File: src/rtl/dncs_pkg.sv
// Shared types, constants and register codes of the day/night duty-cycle scheduler.
// No dependencies; every other file except the checker imports this package.
package dncs_pkg;

  localparam int unsigned TimeW    = 11;  // minute-of-day and register width
  localparam int unsigned HourW    = 5;
  localparam int unsigned MinW     = 6;
  localparam int unsigned SecW     = 6;
  localparam int unsigned CfgIdxW  = 3;
  localparam int unsigned DivSteps = TimeW;  // one remainder bit per stage

  localparam logic [TimeW-1:0] MinPerHour = 11'd60;
  localparam logic [SecW-1:0]  SecPerMin  = 6'd60;
  localparam logic [TimeW:0]   MinPerDay  = 12'd1440;
  localparam logic [TimeW:0]   TwoDays    = 12'd2880;
  // hour = (minute * 1093) >> 16 is exact for minute < 1440
  localparam logic [21:0]      Recip60    = 22'd1093;
  localparam int unsigned      RecipShift = 16;

  localparam logic [TimeW-1:0] DayStartRst   = 11'd480;
  localparam logic [TimeW-1:0] NightStartRst = 11'd1320;
  localparam logic [TimeW-1:0] DayCycRst     = 11'd60;
  localparam logic [TimeW-1:0] DayOnRst      = 11'd30;
  localparam logic [TimeW-1:0] NightCycRst   = 11'd60;
  localparam logic [TimeW-1:0] NightOnRst    = 11'd15;

  typedef enum logic [CfgIdxW-1:0] {
    REG_DAY_START   = 3'd0,
    REG_NIGHT_START = 3'd1,
    REG_DAY_CYC     = 3'd2,
    REG_DAY_ON      = 3'd3,
    REG_NIGHT_CYC   = 3'd4,
    REG_NIGHT_ON    = 3'd5
  } cfg_reg_t;

  typedef struct packed {
    logic [TimeW-1:0] day_start;
    logic [TimeW-1:0] night_start;
    logic [TimeW-1:0] day_cyc;
    logic [TimeW-1:0] day_on;
    logic [TimeW-1:0] night_cyc;
    logic [TimeW-1:0] night_on;
  } dncs_cfg_t;

  // Item state while the cycle remainder is being worked out
  typedef struct packed {
    logic [TimeW-1:0] om;   // minutes since period start, seconds carry folded in
    logic [TimeW-1:0] rem;  // partial remainder of om by cyc
    logic [TimeW-1:0] cyc;  // cycle length, zero clamped to one
    logic [TimeW-1:0] on;
    logic [TimeW-1:0] mc;   // minute of day, seconds carry folded in
    logic             day;
  } dncs_work_t;

  typedef struct packed {
    logic             drive;
    logic             day;
    logic [TimeW-1:0] cyc;
    logic [TimeW-1:0] on;
    logic [TimeW-1:0] mtc;  // minutes to next change
  } dncs_res_t;

endpackage

File: src/rtl/dncs_cfg.sv
// Configuration register file of the scheduler.
// Depends on dncs_pkg.
module dncs_cfg (
  input  logic                           clk,
  input  logic                           rst_n,
  input  logic                           cfg_valid,
  output logic                           cfg_ready,
  input  logic [dncs_pkg::CfgIdxW-1:0]   cfg_index,
  input  logic [dncs_pkg::TimeW-1:0]     cfg_data,
  output dncs_pkg::dncs_cfg_t            cfg_o
);
  import dncs_pkg::*;

  dncs_cfg_t regs_r, regs_nxt;

  assign cfg_ready = 1'b1;
  assign cfg_o     = regs_r;

  always_comb begin
    regs_nxt = regs_r;
    if (cfg_valid) begin
      case (cfg_reg_t'(cfg_index))
        REG_DAY_START:   regs_nxt.day_start   = cfg_data;
        REG_NIGHT_START: regs_nxt.night_start = cfg_data;
        REG_DAY_CYC:     regs_nxt.day_cyc     = cfg_data;
        REG_DAY_ON:      regs_nxt.day_on      = cfg_data;
        REG_NIGHT_CYC:   regs_nxt.night_cyc   = cfg_data;
        REG_NIGHT_ON:    regs_nxt.night_on    = cfg_data;
        default:         regs_nxt = regs_r;  // unused indexes are dropped
      endcase
    end
  end

  always_ff @(posedge clk) begin
    if (!rst_n) begin
      regs_r <= '{day_start: DayStartRst, night_start: NightStartRst,
                  day_cyc: DayCycRst, day_on: DayOnRst,
                  night_cyc: NightCycRst, night_on: NightOnRst};
    end else begin
      regs_r <= regs_nxt;
    end
  end

endmodule

File: src/rtl/dncs_front.sv
// Entry stage: minute of day, profile choice and offset into the period.
// Depends on dncs_pkg.
module dncs_front (
  input  logic                        clk,
  input  logic                        rst_n,
  input  dncs_pkg::dncs_cfg_t         cfg,
  input  logic                        in_valid,
  output logic                        in_ready,
  input  logic [dncs_pkg::HourW-1:0]  hour_now,
  input  logic [dncs_pkg::MinW-1:0]   minute_now,
  input  logic [dncs_pkg::SecW-1:0]   second_now,
  output logic                        out_valid,
  input  logic                        out_ready,
  output dncs_pkg::dncs_work_t        out_work
);
  import dncs_pkg::*;

  logic             valid_r, valid_nxt;
  dncs_work_t       work_r, work_nxt;
  logic [TimeW-1:0] m, off_min, cyc_sel, on_sel;
  logic [TimeW:0]   m_wrap;
  logic             carry, day;

  assign in_ready  = !valid_r || out_ready;
  assign out_valid = valid_r;
  assign out_work  = work_r;

  always_comb begin
    m      = TimeW'(hour_now) * MinPerHour + TimeW'(minute_now);
    m_wrap = {1'b0, m} + MinPerDay;
    carry  = (second_now >= SecPerMin);  // 60..63 s roll into the next minute
    day    = (m >= cfg.day_start) && (m < cfg.night_start);
    if (day) begin
      cyc_sel = cfg.day_cyc;
      on_sel  = cfg.day_on;
      off_min = m - cfg.day_start;
    end else begin
      cyc_sel = cfg.night_cyc;
      on_sel  = cfg.night_on;
      if (m >= cfg.night_start) begin
        off_min = m - cfg.night_start;
      end else if (m_wrap >= {1'b0, cfg.night_start}) begin
        off_min = TimeW'(m_wrap - {1'b0, cfg.night_start});
      end else begin
        off_min = '0;
      end
    end
    work_nxt.om  = off_min + TimeW'(carry);
    work_nxt.rem = '0;
    work_nxt.cyc = (cyc_sel == '0) ? TimeW'(1) : cyc_sel;
    work_nxt.on  = on_sel;
    work_nxt.mc  = m + TimeW'(carry);
    work_nxt.day = day;
    valid_nxt    = in_ready ? in_valid : valid_r;
  end

  always_ff @(posedge clk) begin
    if (!rst_n) begin
      valid_r <= 1'b0;
    end else begin
      valid_r <= valid_nxt;
    end
  end

  always_ff @(posedge clk) begin
    if (in_valid && in_ready) begin
      work_r <= work_nxt;
    end
  end

endmodule

File: src/rtl/dncs_rem_stage.sv
// One restoring-remainder step: brings in one bit of the offset, subtracts the cycle.
// Depends on dncs_pkg.
module dncs_rem_stage #(
  parameter int unsigned BitIdx = 0
) (
  input  logic                 clk,
  input  logic                 rst_n,
  input  logic                 in_valid,
  output logic                 in_ready,
  input  dncs_pkg::dncs_work_t in_work,
  output logic                 out_valid,
  input  logic                 out_ready,
  output dncs_pkg::dncs_work_t out_work
);
  import dncs_pkg::*;

  logic           valid_r, valid_nxt;
  dncs_work_t     work_r, work_nxt;
  logic [TimeW:0] rem_sh;

  assign in_ready  = !valid_r || out_ready;
  assign out_valid = valid_r;
  assign out_work  = work_r;

  always_comb begin
    rem_sh   = {in_work.rem, in_work.om[BitIdx]};
    work_nxt = in_work;
    if (rem_sh >= {1'b0, in_work.cyc}) begin
      work_nxt.rem = TimeW'(rem_sh - {1'b0, in_work.cyc});
    end else begin
      work_nxt.rem = TimeW'(rem_sh);
    end
    valid_nxt = in_ready ? in_valid : valid_r;
  end

  always_ff @(posedge clk) begin
    if (!rst_n) begin
      valid_r <= 1'b0;
    end else begin
      valid_r <= valid_nxt;
    end
  end

  always_ff @(posedge clk) begin
    if (in_valid && in_ready) begin
      work_r <= work_nxt;
    end
  end

endmodule

File: src/rtl/dncs_back.sv
// Back end: on/off decision, time to change, day wrap, hour/minute split, output register.
// Depends on dncs_pkg.
module dncs_back (
  input  logic                        clk,
  input  logic                        rst_n,
  input  logic                        in_valid,
  output logic                        in_ready,
  input  dncs_pkg::dncs_work_t        in_work,
  output logic                        out_valid,
  input  logic                        out_ready,
  output dncs_pkg::dncs_res_t         out_res,
  output logic [dncs_pkg::HourW-1:0]  out_hour,
  output logic [dncs_pkg::MinW-1:0]   out_minute
);
  import dncs_pkg::*;

  // valid bits of the four stages
  logic v1_r, v2_r, v3_r, v4_r;
  logic v1_nxt, v2_nxt, v3_nxt, v4_nxt;
  logic rdy1, rdy2, rdy3, rdy4;

  dncs_res_t        res1_r, res2_r, res3_r, res4_r, res1_nxt;
  logic [TimeW:0]   t1_r, t1_nxt;              // change minute, not yet wrapped
  logic [TimeW-1:0] nm2_r, nm2_nxt, nm3_r;      // change minute of day
  logic [HourW-1:0] hr3_r, hr3_nxt, hr4_r;
  logic [MinW-1:0]  mn4_r, mn4_nxt;
  logic [21:0]      prod;
  logic [TimeW-1:0] hr_min;

  assign rdy4 = !v4_r || out_ready;
  assign rdy3 = !v3_r || rdy4;
  assign rdy2 = !v2_r || rdy3;
  assign rdy1 = !v1_r || rdy2;
  assign in_ready = rdy1;

  assign out_valid  = v4_r;
  assign out_res    = res4_r;
  assign out_hour   = hr4_r;
  assign out_minute = mn4_r;

  always_comb begin
    // stage 1: phase below on time, minutes to the next edge
    res1_nxt.drive = (in_work.rem < in_work.on);
    res1_nxt.day   = in_work.day;
    res1_nxt.cyc   = in_work.cyc;
    res1_nxt.on    = in_work.on;
    res1_nxt.mtc   = res1_nxt.drive ? (in_work.on - in_work.rem)
                                    : (in_work.cyc - in_work.rem);
    t1_nxt         = {1'b0, in_work.mc} + {1'b0, res1_nxt.mtc};
    // stage 2: wrap into one day (t stays below three days)
    if (t1_r >= TwoDays) begin
      nm2_nxt = TimeW'(t1_r - TwoDays);
    end else if (t1_r >= MinPerDay) begin
      nm2_nxt = TimeW'(t1_r - MinPerDay);
    end else begin
      nm2_nxt = TimeW'(t1_r);
    end
    // stage 3: hour by reciprocal
    prod    = 22'(nm2_r) * Recip60;
    hr3_nxt = prod[RecipShift +: HourW];
    // stage 4: minute of hour
    hr_min  = TimeW'(hr3_r) * MinPerHour;
    mn4_nxt = MinW'(nm3_r - hr_min);

    v1_nxt = rdy1 ? in_valid : v1_r;
    v2_nxt = rdy2 ? v1_r : v2_r;
    v3_nxt = rdy3 ? v2_r : v3_r;
    v4_nxt = rdy4 ? v3_r : v4_r;
  end

  always_ff @(posedge clk) begin
    if (!rst_n) begin
      v1_r <= 1'b0;
      v2_r <= 1'b0;
      v3_r <= 1'b0;
      v4_r <= 1'b0;
    end else begin
      v1_r <= v1_nxt;
      v2_r <= v2_nxt;
      v3_r <= v3_nxt;
      v4_r <= v4_nxt;
    end
  end

  always_ff @(posedge clk) begin
    if (in_valid && rdy1) begin
      res1_r <= res1_nxt;
      t1_r   <= t1_nxt;
    end
    if (v1_r && rdy2) begin
      res2_r <= res1_r;
      nm2_r  <= nm2_nxt;
    end
    if (v2_r && rdy3) begin
      res3_r <= res2_r;
      nm3_r  <= nm2_r;
      hr3_r  <= hr3_nxt;
    end
    if (v3_r && rdy4) begin
      res4_r <= res3_r;
      hr4_r  <= hr3_r;
      mn4_r  <= mn4_nxt;
    end
  end

endmodule

File: src/rtl/day_night_duty_cycle_schedule.sv
// Top level of the day/night duty-cycle scheduler.
// Depends on dncs_pkg, dncs_cfg, dncs_front, dncs_rem_stage and dncs_back.
//
//  channel | dir | handshake            | payload
//  --------+-----+----------------------+--------------------------------------------
//  in_     | in  | in_tvalid/in_tready  | time of day: hour, minute, second
//  out_    | out | out_tvalid/out_tready| drive state, profile lengths, next change
//  cfg_    | in  | cfg_valid/cfg_ready  | register index and 11-bit value, always taken
//
// Throughput: one beat per clock while out_tready stays high; the path from input to
//   output beat is the entry stage, 11 remainder stages of one bit each, 4 back-end stages.
// The depth is set by the bit-serial remainder of the period offset by the cycle.
// Reset: synchronous on rst_n low; clears every stage valid bit and loads the
//   register defaults. Stalls: each stage holds while its successor is full, so
//   bubbles close up and a beat is neither dropped nor repeated.
module day_night_duty_cycle_schedule (
  input  logic        clk,
  input  logic        rst_n,
  // input stream
  input  logic        in_tvalid,
  output logic        in_tready,
  input  logic [23:0] in_tdata,   // hour_now[4:0], minute_now[10:5], second_now[16:11], 0
  // result stream
  output logic        out_tvalid,
  input  logic        out_tready,
  output logic [47:0] out_tdata,  // drive_on[0], active_cycle_len[11:1],
                                  // active_on_len[22:12], minutes_to_change[33:23],
                                  // change_hour[38:34], change_minute[44:39], 0
  output logic        out_tuser,  // in_day
  // configuration writes
  input  logic        cfg_valid,
  output logic        cfg_ready,
  input  logic [2:0]  cfg_index,
  input  logic [10:0] cfg_data
);
  import dncs_pkg::*;

  dncs_cfg_t        cfg;
  logic             front_valid, front_ready;
  dncs_work_t       front_work;

  // div_*[0] is the entry stage output, div_*[DivSteps] feeds the back end
  logic [DivSteps:0] div_valid, div_ready;
  dncs_work_t        div_work [DivSteps+1];

  dncs_res_t        res;
  logic [HourW-1:0] chg_hour;
  logic [MinW-1:0]  chg_minute;

  dncs_cfg u_cfg (
    .clk       (clk),
    .rst_n     (rst_n),
    .cfg_valid (cfg_valid),
    .cfg_ready (cfg_ready),
    .cfg_index (cfg_index),
    .cfg_data  (cfg_data),
    .cfg_o     (cfg)
  );

  dncs_front u_front (
    .clk        (clk),
    .rst_n      (rst_n),
    .cfg        (cfg),
    .in_valid   (in_tvalid),
    .in_ready   (in_tready),
    .hour_now   (in_tdata[4:0]),
    .minute_now (in_tdata[10:5]),
    .second_now (in_tdata[16:11]),
    .out_valid  (front_valid),
    .out_ready  (front_ready),
    .out_work   (front_work)
  );

  assign div_valid[0] = front_valid;
  assign div_work[0]  = front_work;
  assign front_ready  = div_ready[0];

  // remainder chain, most significant offset bit first
  for (genvar k = 0; k < DivSteps; k++) begin : g_rem
    dncs_rem_stage #(
      .BitIdx (DivSteps - 1 - k)
    ) u_stage (
      .clk       (clk),
      .rst_n     (rst_n),
      .in_valid  (div_valid[k]),
      .in_ready  (div_ready[k]),
      .in_work   (div_work[k]),
      .out_valid (div_valid[k+1]),
      .out_ready (div_ready[k+1]),
      .out_work  (div_work[k+1])
    );
  end

  dncs_back u_back (
    .clk        (clk),
    .rst_n      (rst_n),
    .in_valid   (div_valid[DivSteps]),
    .in_ready   (div_ready[DivSteps]),
    .in_work    (div_work[DivSteps]),
    .out_valid  (out_tvalid),
    .out_ready  (out_tready),
    .out_res    (res),
    .out_hour   (chg_hour),
    .out_minute (chg_minute)
  );

  assign out_tdata = {3'b000, chg_minute, chg_hour, res.mtc, res.on, res.cyc, res.drive};
  assign out_tuser = res.day;

endmodule

File: config.mk
export PLATFORM = sky130hd
export DESIGN_NAME = day_night_duty_cycle_schedule
export DESIGN_NICKNAME = d
export VERILOG_FILES = /design/src/rtl/dncs_pkg.sv /design/src/rtl/dncs_cfg.sv /design/src/rtl/dncs_front.sv /design/src/rtl/dncs_rem_stage.sv /design/src/rtl/dncs_back.sv /design/src/rtl/day_night_duty_cycle_schedule.sv
export SDC_FILE = /design/constraint.sdc
export NUM_CORES = 1
export LEC_CHECK = 0
export ABC_AREA = 1
export BUFFER_PORTS_ARGS = -buffer_cell sky130_fd_sc_hd__buf_2
export CORE_MARGIN = 8
export CORE_UTILIZATION = 57
export DETAILED_ROUTE_END_ITERATION = 10
export GPL_TIMING_DRIVEN = 1
export PLACE_DENSITY = 0.85
export RECOVER_POWER = 100
export REMOVE_ABC_BUFFERS = 1
export SYNTH_ARGS = -nofsm -noshare
export SYNTH_HDL_FRONTEND = slang
export SYNTH_HIERARCHICAL = 1
export SYNTH_SLANG_ARGS = --single-unit
File: constraint.sdc
create_clock -name clk -period 6.1 [get_ports clk]
set_input_delay 0.305 -clock clk [delete_from_list [all_inputs] [get_ports clk]]
set_output_delay 0.305 -clock clk [all_outputs]
set_load 0.005 [all_outputs]
==> metrics.txt, run 1 <==
Slowest-stage cell, CP=clkbuf_1; Final Hold Viols=0; clk buf depth=3; Clk pwr share=36.8%; final wirelength=88.0 mm; Tot GR Track Use=20.2%; reg-to-reg setup timing slack=1.36 ns; diodes inserted=0; Root Driver=clkbuf_16; Worst EP arrival=5.96 ns; Initial Utilization=57.4%; Avg Cell Area, Syn=10.5 µm²; area of the mapped netlist=0.0443 mm²; Final Max Tran Viols=532; Post-DRT Antenna Nets=0; Hold Crit Class=in2reg; Least-Margin Pin Slew=2.95 ns; layout cells sized above 1=10.6%; Worst EP required=6.51 ns; first-pass GRT wire length=142 mm; failing checks=capacitance limit, slew limit; via count=28,792; Die ar.=0.0870 mm²; M3 GR Usage=3.06%; Top cell by count, worst path=nand2_1; IO Count=95; crit path kind=in2reg; Final Net Count=4,724; pin count of the biggest net entering global routing=80; hold path depth=2; final instance area=0.0484 mm²; Crit path depth=30; crit path launch type=input port; Sw Ratio=27.3%; initial antenna violation count=0; grt met1 use=24.1%; Fmax achieved=180 MHz; Worst Reg2Reg Path Length in Cells=13; chip height=295 µm; Crit Path Max Fanout=19; setup TNS=0 ns; Lkg Pwr=0.0210 µW; GRT met2 Usage=36.7%; Placer Congestion=0.953; final worst slack=0.552 ns; CP top delay family=adder cells; pre-CTS setup slack=0.0821 ns; Worst-path clk slew=0.06 ns; Seq pwr share=45.4%; Area after DPL=0.0460 mm²; Worst path max stage delay=0.64 ns; max-cap viol count=11; wire per inst=16.0 µm; vias in the first global route=28,423; NetSw=4080 µW; Die W=295 µm; peak supply drop=0.300 mV; CTS tree=done; global routing's busiest layer=met2; area growth from synthesis to layout=9.19%; Synth Instances=4,211; outcome=complete, but fails checks; First-pass DRT Iterations=6; DP HPWL=65.1 mm; Critical path buffers and inverters=7; Clock Skews=0.0508 ns; Comb power frac=17.8%; crit end category=flip-flop; Tcrit/Tclk final=91.0%; H-Tree Depth=3; fin crit period=5.55 ns; DR iter-0 viols=1,976; Power Density=308 mW/mm²; number of remaining DRC errors=0; Pint=10,800 µW; fillers=5,972; Overflow after GRT=0; Max-slew headroom=-96.6%; core area=0.0772 mm²; Clock Sinks=862; Worst-Skew Late Latency=0.67 ns; YS warnings=6; post-CTS sizing=0; Final Setup Violations=0; CTS Buf Count=89; port bufs=81; unrepaired setup endpoints after global routing=no; # rows=102; DR vias/cell=5.24
==> placed cells by master (no fill, tap or decap), types with 13 or more instances in the layout <==
cell / instances
a21boi_0: 13
a21oi_1: 105
a21oi_4: 24
buf_2: 50
clkbuf_1: 58
clkbuf_16: 89
clkinv_1: 14
clkinv_2: 18
conb_1: 15
dfxtp_1: 82
edfxtp_1: 780
fa_1: 31
ha_1: 268
inv_1: 673
inv_2: 27
nand2_1: 1033
nand2_2: 69
nand2_4: 15
nand3_1: 234
nand3_2: 65
nand3b_1: 48
nand4_1: 121
nor2_1: 249
nor2_2: 15
nor2_4: 36
o21ai_0: 94
xnor2_1: 47
xor2_1: 59
==> worst reg2reg max path, cell delays in order, from the launching register on <==
cell      delay, ns
edfxtp_1       0.41
ha_1           0.43
nand2_1        0.10
o21ai_0        0.56
nand3_2        0.11
nand3_1        0.14
nand2_1        0.36
o21ai_0        0.80
ha_1           0.34
inv_1          0.08
fa_1           0.46
o31ai_1        0.40
a21oi_1        0.14
xor2_1         0.16
==> worst paths after layout <==
check                                        to                      startpoint
setup / recovery           u_front/out_work[23]                     in_tdata[0]
hold / removal              u_front/out_work[1]                     in_tdata[5]
setup reg to reg                 u_back/t1_r[8]  g_rem[10].u_stage/out_work[14]
hold reg to reg   g_rem[1].u_stage/out_work[45]   g_rem[0].u_stage/out_work[45]
==> power by group through the flow <==
| stage | registers [µW] | logic [µW] | clock network (µW) |
|---|---|---|---|
| global route | 6780 | 3000 | 5830 |
| detailed placement | 6900 | 2700 | 0 |
| global placement | 6890 | 2640 | 0 |
| finish | 6770 | 2660 | 5490 |
| floorplan | 6850 | 2070 | 0 |
| CTS | 6770 | 2720 | 5610 |
==> layer usage <==
metal | wire, µm | up-vias
met1 | 35400 | 13329
met3 | 4510 | 224
met2 | 45000 | 885
met5 | 0 | -
met4 | 3130 | 0
li1 | - | 14354
==> sequential cells by signal, summed over array words and instances (netlist names) <==
name / flops
u_back/res3_r: 35
u_back/out_res: 35
u_front/out_valid: 1
u_back/nm3_r: 6
u_back/out_minute: 6
u_back/res1_r: 35
u_back/v3_r: 1
u_back/out_valid: 1
g_rem.u_stage/out_work: 550
u_front/out_work: 45
u_back/nm2_r: 11
u_back/v1_r: 1
g_rem.u_stage/out_valid: 11
u_back/res2_r: 35
u_back/out_hour: 5
u_cfg/cfg_o: 66
u_back/t1_r: 12
u_back/hr3_r: 5
u_back/v2_r: 1
==> timing repair <==
| action | 4_1_cts | 5_1_grt |
|---|---|---|
| setup endpoints to repair | 0 | 0 |
| hold buffers | 12 | 0 |
| hold endpoints to repair | 26 | 0 |
| setup buffers | 0 | 0 |
==> cell type report <==
| type | instances | area, µm² | share of cell area (%) |
|---|---|---|---|
| Timing Repair Buffer | 122 | 633 | 1.31 |
| Inverter | 701 | 2630 | 5.43 |
| Multi-Input combinational cell | 2606 | 15800 | 32.6 |
| Clock inverter | 64 | 728 | 1.50 |
| Tap cell | 1040 | 1300 | 2.69 |
| Clock buffer | 101 | 2270 | 4.69 |
| Sequential cell | 862 | 25100 | 51.8 |
==> metrics by stage <==
step	power, µW	hold slack (ns)	instances	utilization, %
final	14900	0.0644	5496	62.7
after global routing	15600	0.0421	5496	62.7
after CTS	15100	0.0354	5496	63.6
after detailed placement	9590	0.405	5319	59.5
after global placement	9520	0.400	5319	59.5
after floorplan	8920	0.390	4169	-
Power figures use the tool's default switching activity.
==> run 2: changes to the inputs <==
--- a/config.mk
+++ b/config.mk
@@ -8,10 +8,10 @@
 export ABC_AREA = 1
 export BUFFER_PORTS_ARGS = -buffer_cell sky130_fd_sc_hd__buf_2
 export CORE_MARGIN = 8
-export CORE_UTILIZATION = 57
+export CORE_UTILIZATION = 39
 export DETAILED_ROUTE_END_ITERATION = 10
 export GPL_TIMING_DRIVEN = 1
-export PLACE_DENSITY = 0.85
+export PLACE_DENSITY = 0.65
 export RECOVER_POWER = 100
 export REMOVE_ABC_BUFFERS = 1
 export SYNTH_ARGS = -nofsm -noshare
==> run 2 against run 1 <==
- the flow still finishes with violations (capacitance limit, slew limit)
- non-clock buffer count grew 2
- cell count grew 8.4%
- global-route usage shrank 6.4 points
- clock power shrank 3%
- sequential share of layout area shrank 0.50 points
- maximum frequency grew 1.3%
- critical path type unchanged
- critical endpoint unchanged
==> metrics.txt, run 2 (same netlist as run 1, synthesis figures left out) <==
outcome=complete, but fails checks; failing checks=capacitance limit, slew limit; pin count of the biggest net entering global routing=80 (unchanged); H-Tree Depth=3 (unchanged); Lkg Pwr=0.0209 µW (-0.46%); top routing layer used=met4; Initial Utilization=39.4% (-18 points); Post-DRT Antenna Nets=0 (unchanged); # rows=123 (+21%); M1 WL=39.1 mm (+11%); Clock Sinks=862 (unchanged); CTS Buf Count=89 (unchanged); register area=0.0251 mm² (unchanged); Least-Margin Pin Slew=2.91 ns (-0.0349 ns); unrepaired setup endpoints after global routing=no; DP HPWL=66.7 mm (+2.5%); first-pass GRT wire length=142 mm (-0.35%); Worst EP arrival=5.89 ns (-0.07 ns); worst min-delay path startpoint=cfg_valid; Area after DPL=0.0466 mm² (+1.3%); port bufs=81 (unchanged); hold worst-path end=u_cfg/cfg_o[22]; clk buf depth=3 (unchanged); worst r2r src=g_rem[10].u_stage/out_work[14]; Crit Path Max Fanout=19 (unchanged); Hold Crit Class=in2reg; Worst path max stage delay=0.69 ns (+0.05 ns); Final Max Tran Viols=515 (-3.2%); Fmax achieved=183 MHz (+1.3%); Tcrit/Tclk final=89.8% (-1.2 points); initial antenna violation count=1 (+1); layout cells sized above 1=10.1% (-0.52 points); Critical path origin=in_tdata[0]; reg-to-reg setup timing slack=1.49 ns (+0.13 ns); Worst-path clk slew=0.06 ns (about the same); Placer Congestion=0.894 (-6.1%); WHS=0.0780 ns (+0.0137 ns); Slowest-stage cell, CP=clkbuf_1; Die W=353 µm (+20%); Final Net Count=4,726 (+0.042%); met3 wire length=3.51 mm (-22%); hold path depth=6 (+4); wire per inst=14.7 µm (-8.3%); final wirelength=87.5 mm (-0.63%); Tot GR Track Use=13.8% (-6.4 points); Power Density=303 mW/mm² (-1.7%); number of remaining DRC errors=0 (unchanged); vias in the first global route=27,517 (-3.2%); via count=28,021 (-2.7%); Final Setup Violations=0 (unchanged); fillers=10,751 (+80%); Max-slew headroom=-94.3% (+2.3 points); setup TNS=0 ns (unchanged); WL met2=41.7 mm (-7.4%); Final Hold Viols=0 (unchanged); most frequent cells in the layout=nand2_1 (1,030), edfxtp_1 (780), inv_1 (672); DR vias/cell=4.70 (-10%); area growth from synthesis to layout=10.3%; final instance area=0.0489 mm² (+0.98%); peak supply drop=0.281 mV (-6.3%); First-pass DRT Iterations=5 (-1); max FFs per register=550 (unchanged); crit end category=flip-flop; IO Count=95 (unchanged); Die ar.=0.125 mm² (+43%); core area=0.113 mm² (+46%); post-CTS sizing=0 (unchanged); crit path kind=in2reg; Clock Skews=0.0274 ns (-0.0234 ns); max-cap viol count=11 (unchanged); Worst-Skew Late Latency=0.67 ns (about the same); DR iter-0 viols=1,697 (-14%); fin crit period=5.48 ns (-0.0721 ns); reg2reg end=u_back/t1_r[8]; Worst EP required=6.52 ns (about the same); Overflow after GRT=0 (unchanged); most common cell after layout, fill and taps aside=nand2_1; crit path launch type=input port; chip height=353 µm (+20%); Worst Reg2Reg Path Length in Cells=12 (-1); CTS tree=done; multi-input logic area=0.0157 mm² (-0.28%); Root Driver=clkbuf_16; Top cell by count, worst path=nand2_1
run 2: cell count changes in the layout (fill, tap and decap cells not counted), moves of 4 or more:
cell	delta
clkinv_1	+4
nand3_1	+6
clkinv_2	-9
buf_2	-15
nand3_2	-6
bufinv_16	-4
clkbuf_1	+14
run 2: how the worst max path moves through the flow:
stage	slack, ns	end	cells after the start
2_1_floorplan	0.38	u_front/out_work[53]	34
3_3_place_gp	0.22	u_front/out_work[53]	36
3_5_place_dp	0.07	u_front/out_work[53]	35
4_1_cts	0.79	u_front/out_work[53]	35
5_1_grt	0.21	u_front/out_work[53]	36
6_report	0.62	u_front/out_work[23]	30
run 2: through the flow:
step,worst slack (ns),utilization (%),cells,power (µW)
4_1_cts,0.787,44.0,5957,15100
6_report,0.624,43.4,5958,14800
3_5_place_dp,0.0709,41.3,5779,9640
2_1_floorplan,0.380,-,4169,8920
3_3_place_gp,0.220,41.3,5779,9600
5_1_grt,0.205,43.4,5958,15600
run 2: repair_timing:
item,CTS,global route
hold buffers,14,0
endpoints found under the hold margin,29,0
setup buffers,0,0
run 2: power by group:
part           switching, µW  internal [µW]
sequential              86.2           6680
clock                   2290           3060
combinational           1730            961
total                   4100          10700
run 2: routing by layer:
layer | track usage, % | up-vias
met4 | 5.18 | 0
met5 | 0 | -
met2 | 23.5 | 544
li1 | - | 14328
met1 | 17.5 | 12966
met3 | 2.42 | 183
run 2: worst max-delay path, delay by kind of cell:
kind | cells | cell delay [ns]
adders and majority gates | 5 | 2.27
and+or+nand+nor | 17 | 1.93
buffers and inverters | 7 | 1.22
AOI/OAI and AO/OA | 1 | 0.13
run 2: final cells by class:
cell class                      count  area share [%]
Clock inverter                     61            1.32
Multi-Input combinational cell   2606            32.2
Antenna cell                        1         0.00512
Tap cell                         1500            3.84
Timing Repair Buffer              124            1.33
Sequential cell                   862            51.3
Clock buffer                      103            4.66
Inverter                          701            5.38
